File: src/hw/rtl/nrm_pkg.sv
// Package of the L2 vector normaliser: sizes, payload and command types, state codes.
// Depends on nothing; every other file of the block uses it by scoped names.
package nrm_pkg;

    localparam int VECTOR_LENGTH = 512;
    localparam int LANE_COUNT = 8;
    localparam int FIELD_LANES = 8;
    localparam int SAMPLE_W = 16;
    localparam int SUM_W = 40;
    localparam int GROUP_SPAN = (VECTOR_LENGTH + LANE_COUNT - 1) / LANE_COUNT;
    localparam int GROUP_CAP = (GROUP_SPAN < 64) ? GROUP_SPAN : 64;
    localparam int ROW_W = (GROUP_CAP > 1) ? $clog2(GROUP_CAP) : 1;
    localparam int COUNT_W = $clog2(GROUP_CAP + 1);
    localparam int SQ_W = 2 * SAMPLE_W - 1;
    localparam int QUOT_W = 31;
    localparam int DIV_CNT_W = 5;
    localparam int ROOT_STEPS = 16;
    localparam int ROOT_CNT_W = 4;
    localparam int ROOT_W = 32;
    localparam int ONE_Q14 = 16384;
    localparam int QUEUE_DEPTH = 2;
    localparam int QPTR_W = $clog2(QUEUE_DEPTH);

    typedef logic [FIELD_LANES-1:0][SAMPLE_W-1:0] row_t;

    typedef struct packed {
        logic signed [SAMPLE_W-1:0] sample_0;
        logic signed [SAMPLE_W-1:0] sample_1;
        logic signed [SAMPLE_W-1:0] sample_2;
        logic signed [SAMPLE_W-1:0] sample_3;
        logic signed [SAMPLE_W-1:0] sample_4;
        logic signed [SAMPLE_W-1:0] sample_5;
        logic signed [SAMPLE_W-1:0] sample_6;
        logic signed [SAMPLE_W-1:0] sample_7;
        logic                       vector_end;
    } vec_item_t;

    typedef struct packed {
        logic signed [SAMPLE_W-1:0] unit_0;
        logic signed [SAMPLE_W-1:0] unit_1;
        logic signed [SAMPLE_W-1:0] unit_2;
        logic signed [SAMPLE_W-1:0] unit_3;
        logic signed [SAMPLE_W-1:0] unit_4;
        logic signed [SAMPLE_W-1:0] unit_5;
        logic signed [SAMPLE_W-1:0] unit_6;
        logic signed [SAMPLE_W-1:0] unit_7;
        logic                       group_last;
    } norm_item_t;

    typedef struct packed {
        logic               load;
        logic               finish;
        logic [ROW_W-1:0]   row;
        row_t               data;
        logic [SUM_W-1:0]   sum;
        logic [COUNT_W-1:0] count;
    } cmd_t;

    typedef struct packed {
        logic full;
        logic empty;
    } queue_status_t;

    typedef enum logic [2:0] {
        F_IDLE   = 3'b001,
        F_SQUARE = 3'b010,
        F_PUSH   = 3'b100
    } front_state_t;

    typedef enum logic [3:0] {
        B_IDLE  = 4'b0001,
        B_READ  = 4'b0010,
        B_START = 4'b0100,
        B_RUN   = 4'b1000
    } back_state_t;

    typedef enum logic [3:0] {
        L_IDLE   = 4'b0001,
        L_SQUARE = 4'b0010,
        L_DIVIDE = 4'b0100,
        L_ROOT   = 4'b1000
    } lane_state_t;

endpackage

File: src/hw/rtl/nrm_vec_if.sv
// Channel of input groups: valid, ready and one group of raw samples.
// Depends on nrm_pkg.
interface nrm_vec_if;
    logic              valid;
    logic              ready;
    nrm_pkg::vec_item_t data;

    modport source (output valid, output data, input ready);
    modport sink (input valid, input data, output ready);
endinterface

File: src/hw/rtl/nrm_front.sv
// Front end: accepts input groups, masks unused lanes, squares and sums the samples.
// Depends on nrm_pkg and nrm_vec_if; issues commands to the queue.
module nrm_front (
    input  logic          clk,
    input  logic          rst_n,
    nrm_vec_if.sink       vec,
    output nrm_pkg::cmd_t cmd,
    output logic          cmd_push,
    input  logic          cmd_full
);

    nrm_pkg::front_state_t state_reg, state_next;
    nrm_pkg::row_t row_reg;
    nrm_pkg::row_t row_in;
    logic store_reg;
    logic end_reg;
    logic [nrm_pkg::COUNT_W-1:0] count_reg;
    logic [nrm_pkg::SUM_W-1:0] sum_reg;
    logic [nrm_pkg::SUM_W-1:0] sum_next;
    logic [nrm_pkg::SQ_W-1:0] sq_reg [nrm_pkg::FIELD_LANES];
    logic [nrm_pkg::SAMPLE_W-1:0] mag [nrm_pkg::FIELD_LANES];
    logic accept;
    logic room;

    assign vec.ready = (state_reg == nrm_pkg::F_IDLE);
    assign accept = vec.valid && vec.ready;
    assign room = (int'(count_reg) < nrm_pkg::GROUP_CAP);

    always_comb
    begin
        row_in = {vec.data.sample_7, vec.data.sample_6, vec.data.sample_5, vec.data.sample_4,
                  vec.data.sample_3, vec.data.sample_2, vec.data.sample_1, vec.data.sample_0};
        for (int l = 0; l < nrm_pkg::FIELD_LANES; l++)
        begin
            if (!(l < nrm_pkg::LANE_COUNT
                  && int'(count_reg) * nrm_pkg::LANE_COUNT + l < nrm_pkg::VECTOR_LENGTH
                  && room))
            begin
                row_in[l] = '0;
            end
        end
    end

    always_comb
    begin
        for (int l = 0; l < nrm_pkg::FIELD_LANES; l++)
        begin
            mag[l] = row_reg[l][nrm_pkg::SAMPLE_W-1] ? (~row_reg[l] + 1'b1) : row_reg[l];
        end
    end

    always_comb
    begin
        sum_next = sum_reg;
        for (int l = 0; l < nrm_pkg::FIELD_LANES; l++)
        begin
            sum_next = sum_next + nrm_pkg::SUM_W'(sq_reg[l]);
        end
    end

    always_comb
    begin
        state_next = state_reg;
        case (state_reg)
            nrm_pkg::F_IDLE:
            begin
                if (accept)
                begin
                    state_next = nrm_pkg::F_SQUARE;
                end
            end
            nrm_pkg::F_SQUARE:
            begin
                state_next = nrm_pkg::F_PUSH;
            end
            nrm_pkg::F_PUSH:
            begin
                if (!cmd_full)
                begin
                    state_next = nrm_pkg::F_IDLE;
                end
            end
            default:
            begin
                state_next = nrm_pkg::F_IDLE;
            end
        endcase
    end

    assign cmd_push = (state_reg == nrm_pkg::F_PUSH) && !cmd_full && (store_reg || end_reg);
    assign cmd.load = store_reg;
    assign cmd.finish = end_reg;
    assign cmd.row = count_reg[nrm_pkg::ROW_W-1:0];
    assign cmd.data = row_reg;
    assign cmd.sum = sum_next;
    assign cmd.count = count_reg + nrm_pkg::COUNT_W'(store_reg);

    always_ff @(posedge clk or negedge rst_n)
    begin
        if (!rst_n)
        begin
            state_reg <= nrm_pkg::F_IDLE;
            count_reg <= '0;
            sum_reg <= '0;
            store_reg <= 1'b0;
            end_reg <= 1'b0;
        end
        else
        begin
            state_reg <= state_next;
            if (accept)
            begin
                store_reg <= room;
                end_reg <= vec.data.vector_end;
            end
            if (state_reg == nrm_pkg::F_PUSH && !cmd_full)
            begin
                if (end_reg)
                begin
                    sum_reg <= '0;
                    count_reg <= '0;
                end
                else
                begin
                    sum_reg <= sum_next;
                    count_reg <= count_reg + nrm_pkg::COUNT_W'(store_reg);
                end
            end
        end
    end

    always_ff @(posedge clk)
    begin
        if (accept)
        begin
            row_reg <= row_in;
        end
        if (state_reg == nrm_pkg::F_SQUARE)
        begin
            for (int l = 0; l < nrm_pkg::FIELD_LANES; l++)
            begin
                sq_reg[l] <= nrm_pkg::SQ_W'(mag[l]) * nrm_pkg::SQ_W'(mag[l]);
            end
        end
    end

endmodule

File: src/flat_wrapper.sv
// flat-port wrapper written by rule: the top's interface ports become plain ports
module nrm_front_flat 
  (clk, rst_n, cmd, cmd_push, cmd_full, vec_valid, vec_data, vec_ready);
  nrm_vec_if vec_i ();
  input  logic clk;
  input  logic rst_n;
  output nrm_pkg::cmd_t cmd;
  output logic cmd_push;
  input  logic cmd_full;
  input wire logic [$bits(vec_i.valid)-1:0] vec_valid;
  input wire logic [$bits(vec_i.data)-1:0] vec_data;
  output wire logic [$bits(vec_i.ready)-1:0] vec_ready;
  assign vec_i.valid = vec_valid;
  assign vec_i.data = vec_data;
  assign vec_ready = vec_i.ready;
  nrm_front u_core (.clk(clk), .rst_n(rst_n), .vec(vec_i), .cmd(cmd), .cmd_push(cmd_push), .cmd_full(cmd_full));
endmodule
File: config.mk
export PLATFORM = sky130hd
export DESIGN_NAME = nrm_front_flat
export DESIGN_NICKNAME = d
export VERILOG_FILES = /design/src/hw/rtl/nrm_pkg.sv /design/src/hw/rtl/nrm_vec_if.sv /design/src/hw/rtl/nrm_front.sv /design/src/flat_wrapper.sv
export SDC_FILE = /design/constraint.sdc
export NUM_CORES = 2
export LEC_CHECK = 0
export BUFFER_PORTS_ARGS = -buffer_cell sky130_fd_sc_hd__clkbuf_2
export CORE_MARGIN = 2
export CORE_UTILIZATION = 45
export DETAILED_ROUTE_END_ITERATION = 7
export GPL_TIMING_DRIVEN = 0
export PLACE_DENSITY = 0.65
export SETUP_SLACK_MARGIN = 0.4
export SKIP_CTS_REPAIR_TIMING = 1
export SLEW_MARGIN = 20
export SYNTH_ARGS = -nofsm -noshare
export SYNTH_HDL_FRONTEND = slang
export SYNTH_SLANG_ARGS = --single-unit
File: constraint.sdc
create_clock -name clk -period 32.2 [get_ports clk]
set_input_delay 1.61 -clock clk [delete_from_list [all_inputs] [get_ports clk]]
set_output_delay 1.61 -clock clk [all_outputs]
set_load 0.02 [all_outputs]
==> flow_metrics.env <==
export IMPL_maxCapViolCount=0
export IMPL_start_util_pct=45.3
export IMPL_drc=0
export IMPL_tightestPinTransition_ns=1.24
export IMPL_worstPathRequired_ns=32.69
export IMPL_cts_tree="done"
export IMPL_synth_cell_types=86
export IMPL_fp_coreArea_um2=172000
export IMPL_layout_min_cycle_time_ns=10.24
export IMPL_port_buffers=317
export IMPL_period_share_pct=31.8
export IMPL_ctsHtreeMaxLevel=2
export IMPL_maxSlewHeadroom_pct=16.6
export IMPL_critPathLaunchType="flop"
export IMPL_rows=152
export IMPL_chipHeight_um=420
export IMPL_mostFrequentLayoutCells="inv_1 (1992), fa_1 (1515), ha_1 (807)"
export IMPL_grt_use_total_pct=24.6
export IMPL_setup_violations=0
export IMPL_layout_drive_gt1_share_pct=6.26
export IMPL_status="finished clean"
export IMPL_boundaryPins=318
export IMPL_setup_worst_path_start="u_core.cmd[111]$_SDFFCE_PP0P_"
export IMPL_fin_worst_skew_ns=0.0648
export IMPL_crit_type="reg -> reg"
export IMPL_syn_cell_area_um2=77900
export IMPL_clk_pin_slew_worst_paths_ns=0.06
export IMPL_placed_area_um2=83200
export IMPL_synth_edf_count=368
export IMPL_drt_iter0_markers=3522
export IMPL_viasPerCell=5.11
export IMPL_clkLatencyLatePin_ns=0.71
export IMPL_crit_path_end_kind="flop"
export IMPL_wl_um=210000
export IMPL_wire_per_inst_um=19.5
export IMPL_final_area_um2=85100
export IMPL_arrival_ns=10.73
export IMPL_slew_violations=0
export IMPL_clockRootBuffer="clkbuf_16"
export IMPL_ys_seq_area_share_pct=15.9
export IMPL_final_net_count=10800
export IMPL_final_common_cell="inv_1"
export IMPL_syn_avg_cell_area_um2=9.87
export IMPL_grt_pass1_wl_um=334000
export IMPL_min_path_type="reg -> reg"
export IMPL_synth_ff_type="edfxtp_1"
export IMPL_netlist_instances=7898
export IMPL_yosys_warnings=0
export IMPL_crit_fanout=11
export IMPL_setup_tns_ns=0
export IMPL_clock_sinks=420
export IMPL_critPathSlowestCell="xor2_1"
export IMPL_ys_ff_latch=420
export IMPL_grt_setup_unrepaired="no"
export IMPL_grt_pass1_vias=59800
export IMPL_slowest_delay_ns=0.74
export IMPL_die_width_um=420
export IMPL_regToRegStartpoint="u_core.cmd[111]$_SDFFCE_PP0P_"
export IMPL_vias=55000
export IMPL_hpwl_um=181000
export IMPL_largest_register_ffs=240
export IMPL_dieArea_um2=177000
export IMPL_hold_viol=0
export IMPL_fmax_mhz=97.6
export IMPL_async_flop_share_pct=12.4
export IMPL_hp_start="u_core.sum_reg[1]$_DFFE_PN0P_"
export IMPL_ant_nets=0
export IMPL_area_growth_pct=9.16
export IMPL_grt_ovfl_total=0
export IMPL_drt_pass1_iter_count=6
export IMPL_grt_antenna_before_repair=2
export IMPL_max_clock_path_buffers=3
export IMPL_place_gp_congestion=0.962
export IMPL_cts_buffers=54
export IMPL_grt_max_degree=36
synthesized netlist by cell type (33+ instances only):
cell type,number,area [um^2]
inv_1,1992,7480
fa_1,1515,30300
ha_1,807,10100
nand2_1,682,2560
nor2_1,540,2030
edfxtp_1,368,11100
xnor2_1,281,2460
a21oi_1,232,1160
nor2b_1,162,1010
o21ai_0,148,741
xor2_1,134,1170
clkbuf_1,126,473
a21o_1,121,908
nand3_1,60,300
dfrtp_1,51,1280
nor3_1,49,245
o31ai_1,47,353
nand2b_1,46,288
o21a_1,41,308
clkinv_1,37,139
o21bai_1,35,263
and3_1,33,206
worst paths after layout:
check,slack (ns),cells after the start,endpoint
min in group asynchronous,0.83,1,u_core.sum_reg[11]$_DFFE_PN0P_
max in group asynchronous,30.79,2,u_core.count_reg[3]$_DFFE_PN0P_
worst min-delay path,0.52,2,u_core.sum_reg[1]$_DFFE_PN0P_
worst max-delay path,21.96,29,u_core.sq_reg[1][30]$_DFFE_PP_
worst min register to register,0.52,2,u_core.sum_reg[1]$_DFFE_PN0P_
worst max register to register,21.96,29,u_core.sq_reg[1][30]$_DFFE_PP_
metal layers:
metal / up-vias / global-route usage, % / share of wire (%)
met5: - / 0 / 0.0062
met4: 2 / 11.0 / 5.3
met3: 326 / 3.39 / 5.5
met2: 1474 / 41.7 / 49
met1: 27900 / 31.3 / 41
li1: 25300 / - / -
cell families (layout without fill, tap and decap cells):
logic type,after synthesis,in the layout,share of synthesized area [%]
compound gates,841,841,7.10
xor+xnor,422,422,4.82
fa+ha+maj,2322,2322,51.9
buf+inv,2194,2642,10.6
flops,420,420,15.9
mux,2,2,0.0273
other cells,2,92,0.00964
simple gates,1695,1695,9.68
critical path, delay by kind of cell (launching register included):
family / cells / cell delay (ns)
buf+inv: 8 / 1.83
flops: 1 / 0.68
xor+xnor: 2 / 1.04
simple gates: 6 / 1.75
fa+ha+maj: 8 / 3.47
compound gates: 5 / 1.21
stage by stage:
stage,setup WS [ns],cells,utilization [%],hold WS (ns)
after global placement,13.82,10600,48.1,0.475
final,21.96,10700,49.5,0.519
after floorplan,20.79,7987,-,0.455
after global routing,21.45,10700,49.5,0.534
after detailed placement,22.19,10600,48.4,0.490
after CTS,22.07,10700,49.5,0.504
layout make-up:
type	count	area (um^2)
diodes	1	2.50
plain buffers	148	611
clock buffers	68	1490
clock inverters	34	364
fillers	15900	86900
inverters	2046	7680
multi-input cells	5373	57700
flip-flops and latches	420	12400
well taps	2310	2890
repair buffers	346	2010
Power is left out: the tool's default activity adds up to more than one toggle a clock period on the data nets, which glitch-free logic cannot reach.
