==> config.mk <==
export PLATFORM = sky130hd
export DESIGN_NAME = nrm_queue
export DESIGN_NICKNAME = d
export VERILOG_FILES = /design/src/hw/rtl/nrm_pkg.sv /design/src/hw/rtl/nrm_queue.sv
export SDC_FILE = /design/constraint.sdc
export NUM_CORES = 1
export LEC_CHECK = 0
export BUFFER_PORTS_ARGS = -buffer_cell sky130_fd_sc_hd__buf_2
export CAP_MARGIN = 10
export CORE_MARGIN = 2
export CORE_UTILIZATION = 44
export DETAILED_ROUTE_END_ITERATION = 6
export PLACE_DENSITY_LB_ADDON = 0.08
export SYNTH_ARGS = -nofsm -noshare
export SYNTH_HDL_FRONTEND = slang
export SYNTH_SLANG_ARGS = --single-unit
==> constraint.sdc <==
create_clock -name clk -period 20.6 [get_ports clk]
set_clock_uncertainty 0.2 [all_clocks]
set_input_delay 4.12 -clock clk [delete_from_list [all_inputs] [get_ports clk]]
set_output_delay 4.12 -clock clk [all_outputs]
set_load 0.005 [all_outputs]
==> src/hw/rtl/nrm_pkg.sv <==
// Package of the L2 vector normaliser: sizes, payload and command types, state codes.
// Depends on nothing; every other file of the block uses it by scoped names.
package nrm_pkg;

    localparam int VECTOR_LENGTH = 512;
    localparam int LANE_COUNT = 8;
    localparam int FIELD_LANES = 8;
    localparam int SAMPLE_W = 16;
    localparam int SUM_W = 40;
    localparam int GROUP_SPAN = (VECTOR_LENGTH + LANE_COUNT - 1) / LANE_COUNT;
    localparam int GROUP_CAP = (GROUP_SPAN < 64) ? GROUP_SPAN : 64;
    localparam int ROW_W = (GROUP_CAP > 1) ? $clog2(GROUP_CAP) : 1;
    localparam int COUNT_W = $clog2(GROUP_CAP + 1);
    localparam int SQ_W = 2 * SAMPLE_W - 1;
    localparam int QUOT_W = 31;
    localparam int DIV_CNT_W = 5;
    localparam int ROOT_STEPS = 16;
    localparam int ROOT_CNT_W = 4;
    localparam int ROOT_W = 32;
    localparam int ONE_Q14 = 16384;
    localparam int QUEUE_DEPTH = 2;
    localparam int QPTR_W = $clog2(QUEUE_DEPTH);

    typedef logic [FIELD_LANES-1:0][SAMPLE_W-1:0] row_t;

    typedef struct packed {
        logic signed [SAMPLE_W-1:0] sample_0;
        logic signed [SAMPLE_W-1:0] sample_1;
        logic signed [SAMPLE_W-1:0] sample_2;
        logic signed [SAMPLE_W-1:0] sample_3;
        logic signed [SAMPLE_W-1:0] sample_4;
        logic signed [SAMPLE_W-1:0] sample_5;
        logic signed [SAMPLE_W-1:0] sample_6;
        logic signed [SAMPLE_W-1:0] sample_7;
        logic                       vector_end;
    } vec_item_t;

    typedef struct packed {
        logic signed [SAMPLE_W-1:0] unit_0;
        logic signed [SAMPLE_W-1:0] unit_1;
        logic signed [SAMPLE_W-1:0] unit_2;
        logic signed [SAMPLE_W-1:0] unit_3;
        logic signed [SAMPLE_W-1:0] unit_4;
        logic signed [SAMPLE_W-1:0] unit_5;
        logic signed [SAMPLE_W-1:0] unit_6;
        logic signed [SAMPLE_W-1:0] unit_7;
        logic                       group_last;
    } norm_item_t;

    typedef struct packed {
        logic               load;
        logic               finish;
        logic [ROW_W-1:0]   row;
        row_t               data;
        logic [SUM_W-1:0]   sum;
        logic [COUNT_W-1:0] count;
    } cmd_t;

    typedef struct packed {
        logic full;
        logic empty;
    } queue_status_t;

    typedef enum logic [2:0] {
        F_IDLE   = 3'b001,
        F_SQUARE = 3'b010,
        F_PUSH   = 3'b100
    } front_state_t;

    typedef enum logic [3:0] {
        B_IDLE  = 4'b0001,
        B_READ  = 4'b0010,
        B_START = 4'b0100,
        B_RUN   = 4'b1000
    } back_state_t;

    typedef enum logic [3:0] {
        L_IDLE   = 4'b0001,
        L_SQUARE = 4'b0010,
        L_DIVIDE = 4'b0100,
        L_ROOT   = 4'b1000
    } lane_state_t;

endpackage

==> src/hw/rtl/nrm_queue.sv <==
// Short command queue between the front end and the back end.
// Depends on nrm_pkg.
module nrm_queue (
    input  logic                   clk,
    input  logic                   rst_n,
    input  logic                   push,
    input  nrm_pkg::cmd_t          push_data,
    input  logic                   pop,
    output nrm_pkg::cmd_t          pop_data,
    output nrm_pkg::queue_status_t status
);

    nrm_pkg::cmd_t entry_reg [nrm_pkg::QUEUE_DEPTH];
    logic [nrm_pkg::QPTR_W-1:0] wr_ptr_reg;
    logic [nrm_pkg::QPTR_W-1:0] rd_ptr_reg;
    logic [nrm_pkg::QPTR_W:0] fill_reg;

    assign status.full = (int'(fill_reg) == nrm_pkg::QUEUE_DEPTH);
    assign status.empty = (fill_reg == '0);
    assign pop_data = entry_reg[rd_ptr_reg];

    always_ff @(posedge clk or negedge rst_n)
    begin
        if (!rst_n)
        begin
            wr_ptr_reg <= '0;
            rd_ptr_reg <= '0;
            fill_reg <= '0;
        end
        else
        begin
            if (push)
            begin
                wr_ptr_reg <= wr_ptr_reg + 1'b1;
            end
            if (pop)
            begin
                rd_ptr_reg <= rd_ptr_reg + 1'b1;
            end
            if (push && !pop)
            begin
                fill_reg <= fill_reg + 1'b1;
            end
            else if (pop && !push)
            begin
                fill_reg <= fill_reg - 1'b1;
            end
        end
    end

    always_ff @(posedge clk)
    begin
        if (push)
        begin
            entry_reg[wr_ptr_reg] <= push_data;
        end
    end

endmodule

==> results of run 1 <==
[layout by cell type (no fill, tap or decap), types with 3 or more instances in the layout]
cell type and instances:
clkbuf_16 41, xor2_1 4, dfrtp_1 3, diode_2 5, buf_4 7, edfxtp_1 366, clkinv_1 15, clkinv_2 5
buf_2 371, mux2_2 183, clkbuf_1 4
[worst max path at each step]
stage                                 end  cells after the start
2_1_floorplan   entry_reg[0][0]$_DFFE_PP_                      1
3_3_place_gp   entry_reg[0][14]$_DFFE_PP_                      4
3_5_place_dp   entry_reg[0][14]$_DFFE_PP_                      4
4_1_cts                      pop_data[37]                      3
5_1_grt                      pop_data[37]                      3
6_report                     pop_data[37]                      3
[logic make-up after synthesis]
group | Yosys count | share of synthesized area
AND/OR/NAND/NOR | 5 | 0.00196
multiplexers | 183 | 0.154
flip-flops | 370 | 0.827
XOR/XNOR | 5 | 0.00327
buffers and inverters | 21 | 0.0128
adder cells (fa/ha/maj) | 1 | 0.000933
[through the flow]
step	cell area (sq um)	total power, mW	utilization	setup WS [ns]
after floorplan	13400	1.43	-	7.63
after CTS	16800	2.31	0.565	13.29
after global routing	16900	2.38	0.566	13.19
final	16900	2.27	0.566	13.33
after detailed placement	15600	1.65	0.525	13.65
after global placement	15600	1.64	0.525	13.61
[power by group]
part	switching [mW]	internal, mW	total (mW)
sequential	0.0485	1.00	1.05
clock	0.268	0.385	0.653
combinational	0.285	0.282	0.567
total	0.601	1.67	2.27
[metal layers]
layer	GRT usage	share of wire	up-vias	routed length, um
li1	-	-	3151	-
met1	0.189	0.37	3303	10200
met2	0.278	0.50	270	13600
met3	0.0639	0.099	67	2690
met4	0.0528	0.026	6	719
met5	0	0.0012	-	34
[worst max-delay path, delay by kind of cell, from the launching register on]
family   cells  cell delay (ns)
buf+inv      2             0.98
flops        1             0.92
mux          1             0.44
[final cells by class]
class | count | share of cell area
repair buffers | 378 | 0.113
multi-input cells | 194 | 0.128
clock buffers | 45 | 0.0617
diodes | 5 | 0.000742
flip-flops and latches | 370 | 0.658
well taps | 390 | 0.0289
clock inverters | 24 | 0.00935
inverters | 1 | 0.000223
==> flow_summary.json, run 1 <==
{
  "status": "completed",
  "rsz0062_at_grt": "no",
  "synth.most_common_cell": "edfxtp_1",
  "ys_types": 13,
  "wl_mm": 27.2,
  "rrSetupSlack_ns": 17.59,
  "endpoint_kind": "output port",
  "gr-total-overflow": 0,
  "synth-warning-count": 0,
  "grt_max_degree": 71,
  "final.period_utilization": 0.353,
  "antenna_found_initial": 7,
  "hold_ws_ns": 0.306,
  "layout-drive-gt1-share": 0.607,
  "vias": 6797,
  "drt_iter0_drc": 361,
  "die-height_um": 179,
  "min_to": "fill_reg[1]$_DFFE_PN0P_",
  "ctsHoldBuffers": 0,
  "async_flop_share": 0.0108,
  "cts_tree": "yes",
  "drtPass1Iterations": 4,
  "syn_inst": 585,
  "setup.worst_path.start_class": "register",
  "reg2reg_from": "wr_ptr_reg$_DFFE_PN0P_",
  "via_per_inst": 4.83,
  "synthFlopType": "edfxtp_1",
  "worstPathRequired_ns": 16.28,
  "criticalPathCategory": "register to output port",
  "hp-class": "register to register",
  "die_area_sq_um": 31900,
  "synth_edf_count": 366,
  "post_cts_resized": 0,
  "post_cts_buffers": 0,
  "max_freq_mhz": 138,
  "slowest_delay_ns": 0.92,
  "syn-cell-area_sq_um": 13400,
  "area_growth_pct": 25.8,
  "max_cap_violations": 0,
  "cts_buffers": 40,
  "clkLatencyLatePin_ns": 0.51,
  "min_from": "fill_reg[1]$_DFFE_PN0P_",
  "synth_area_leaders": "edfxtp_1 (82%), mux2_2 (15%), dfrtp_1 (0.75%)",
  "io_pins": 372,
  "crit_chain": "buf_4 > mux2_2 > buf_2",
  "yosys.area.top_type": "edfxtp_1",
  "synth.top_cell.area_share": 0.820,
  "setup_violations": 0,
  "cp_max_fo": 70,
  "reg2reg_to": "entry_reg[0][19]$_DFFE_PP_",
  "crit_start": "rd_ptr_reg$_DFFE_PN0P_",
  "clk_pin_slew_ns": 0.05,
  "post_drt_wl_per_cell_um": 19.3,
  "period_needed_ns": 7.27,
  "cpMaxStageDelayCell": "dfrtp_4",
  "n_fill_cell": 2453,
  "largest_reg_flops": 366,
  "multiInputGateArea_sq_um": 2150,
  "syn_avg_cell_area_sq_um": 22.9,
  "place_inst": 1333,
  "core_sq_um": 29800,
  "start_util": 0.450,
  "ys_top_cells_by_count": "edfxtp_1 (366), mux2_2 (183), buf_4 (12)",
  "syn_nets": 773,
  "tns_ns": 0,
  "drc": 0,
  "gp_congestion": 0.696,
  "grt_pass1_vias": 6974,
  "ys_ff_latch": 370,
  "htree_levels": 2,
  "dpl.hpwl_mm": 17.7,
  "grt_first_pass_wirelength_mm": 39.1,
  "postRouteAntennaNets": 0,
  "die_x_um": 179,
  "regArea_sq_um": 11100,
  "clockBufferDepth": 3,
  "grtUsageTotal": 0.163,
  "arrival_ns": 2.95,
  "placementRows": 63,
  "maxSlewViolCount": 0,
  "vdd_drop_max_mv": 0.0868,
  "stdcell_count": 1407,
  "hold_viol": 0,
  "clockRootBuffer": "clkbuf_16",
  "hold-path-cell-count": 1,
  "io_buffers": 371,
  "clkSinkCount": 370,
  "final_nets": 1173,
  "r2r.worst_path.cells": 3,
  "p_leak_nw": 6.33,
  "ys_seq_area_frac": 0.827,
  "slew_headroom": 0.335,
  "worst_slew_pin_slew_ns": 0.997,
  "power.density_nw_per_um2": 135
}
Note: power is estimated with default switching activity, not from simulation.
==> run 2: changes to the inputs <==
Clock period 20.6 ns to 6.7 ns, I/O delays scaled along.
==> flow_summary.json, run 2 (synthesis gave the netlist of run 1 again) <==
{
  "cts_tree": "yes",
  "via_per_inst": 4.79,
  "cts_buffers": 38,
  "slew_headroom": 0.293,
  "gr-total-overflow": 0,
  "grt_pass1_vias": 6785,
  "hold_viol": 0,
  "status": "completed",
  "clk_pin_slew_ns": 0.05,
  "hp-class": "register to register",
  "die-height_um": 179,
  "clkLatencyLatePin_ns": 0.50,
  "endpoint_kind": "output port",
  "drtPass1Iterations": 4,
  "grtUsageTotal": 0.165,
  "clkSinkCount": 370,
  "p_leak_nw": 6.31,
  "maxSlewViolCount": 0,
  "die_area_sq_um": 31900,
  "final_nets": 1170,
  "cp_max_fo": 83,
  "wl_met1_mm": 10.5,
  "rrSetupSlack_ns": 4.41,
  "power.density_nw_per_um2": 410,
  "die_x_um": 179,
  "wl_met3_mm": 2.94,
  "io_pins": 372,
  "final_common_cell": "buf_2",
  "arrival_ns": 2.76,
  "max_cap_violations": 0,
  "largest_reg_flops": 366,
  "area_growth_pct": 25.5,
  "gp_congestion": 0.746,
  "min_from": "fill_reg[1]$_DFFE_PN0P_",
  "post_drt_wl_per_cell_um": 19.6,
  "period_needed_ns": 4.30,
  "drt_iter0_drc": 386,
  "ctsHoldBuffers": 0,
  "setup.worst_path.start_class": "register",
  "post_cts_buffers": 0,
  "core_sq_um": 29800,
  "postRouteAntennaNets": 0,
  "wl_mm": 27.6,
  "top_layer": "met5",
  "reg2reg_from": "wr_ptr_reg$_DFFE_PN0P_",
  "clockBufferDepth": 3,
  "rsz0062_at_grt": "no",
  "placementRows": 63,
  "setup_violations": 0,
  "clockRootBuffer": "clkbuf_16",
  "criticalPathCategory": "register to output port",
  "io_buffers": 371,
  "drc": 0,
  "vias": 6740,
  "worstPathRequired_ns": 5.16,
  "vdd_drop_max_mv": 0.232,
  "max_freq_mhz": 233,
  "tns_ns": 0,
  "worst_slew_pin_slew_ns": 1.06,
  "dpl.hpwl_mm": 18.1,
  "final_cell_mix": "buf_2 (371), edfxtp_1 (366), mux2_2 (183)",
  "grt_first_pass_wirelength_mm": 38.9,
  "htree_levels": 2,
  "p_total_mw": 6.89,
  "layout-drive-gt1-share": 0.603,
  "final.period_utilization": 0.642,
  "post_cts_resized": 0,
  "antenna_found_initial": 7,
  "crit_start": "rd_ptr_reg$_DFFE_PN0P_",
  "wl_met2_mm": 13.7,
  "start_util": 0.450,
  "grt_max_degree": 107
}
[run 2: worst paths after layout]
check | to | depth (start not counted)
max | pop_data[92] | 3
min | fill_reg[1]$_DFFE_PN0P_ | 1
max reg2reg | entry_reg[1][39]$_DFFE_PP_ | 2
min reg2reg | fill_reg[1]$_DFFE_PN0P_ | 1
max in group asynchronous | rd_ptr_reg$_DFFE_PN0P_ | 1
min in group asynchronous | wr_ptr_reg$_DFFE_PN0P_ | 1
[run 2: layer usage]
layer | vias up | GRT usage
li1 | 3146 | -
met1 | 3296 | 0.194
met2 | 251 | 0.282
met3 | 41 | 0.0684
met4 | 6 | 0.0379
met5 | - | 0
[run 2: power by group]
part	internal (mW)	total, mW	switching [mW]
Clock	1.12	1.91	0.795
Sequential	3.07	3.26	0.187
Combinational	0.881	1.72	0.838
[run 2: critical path: stages (launching register included)]
cell and delay (ns):
dfrtp_4 1.09, buf_12 0.48, mux2_2 0.40, buf_2 0.14
[run 2: area by class of cell]
cell class,count,area (sq um)
clock inverter,16,97.6
clock buffer,53,1040
fill,2357,13000
multi-input combinational,194,2150
inverter,1,3.75
tap,390,488
sequential,370,11100
timing repair buffer,377,1940
antenna,5,12.5
[run 2: per-stage QoR]
| step | setup slack [ns] | util | cell area [sq um] | hold WS [ns] | instances |
|---|---|---|---|---|---|
| after floorplan | 0.461 | - | 13400 | 0.256 | 585 |
| after global placement | 2.89 | 0.526 | 15700 | 0.303 | 1332 |
| after detailed placement | 2.90 | 0.526 | 15700 | 0.312 | 1332 |
| after CTS | 2.35 | 0.564 | 16800 | 0.326 | 1401 |
| after global routing | 2.26 | 0.564 | 16800 | 0.347 | 1402 |
| final | 2.40 | 0.565 | 16800 | 0.322 | 1406 |
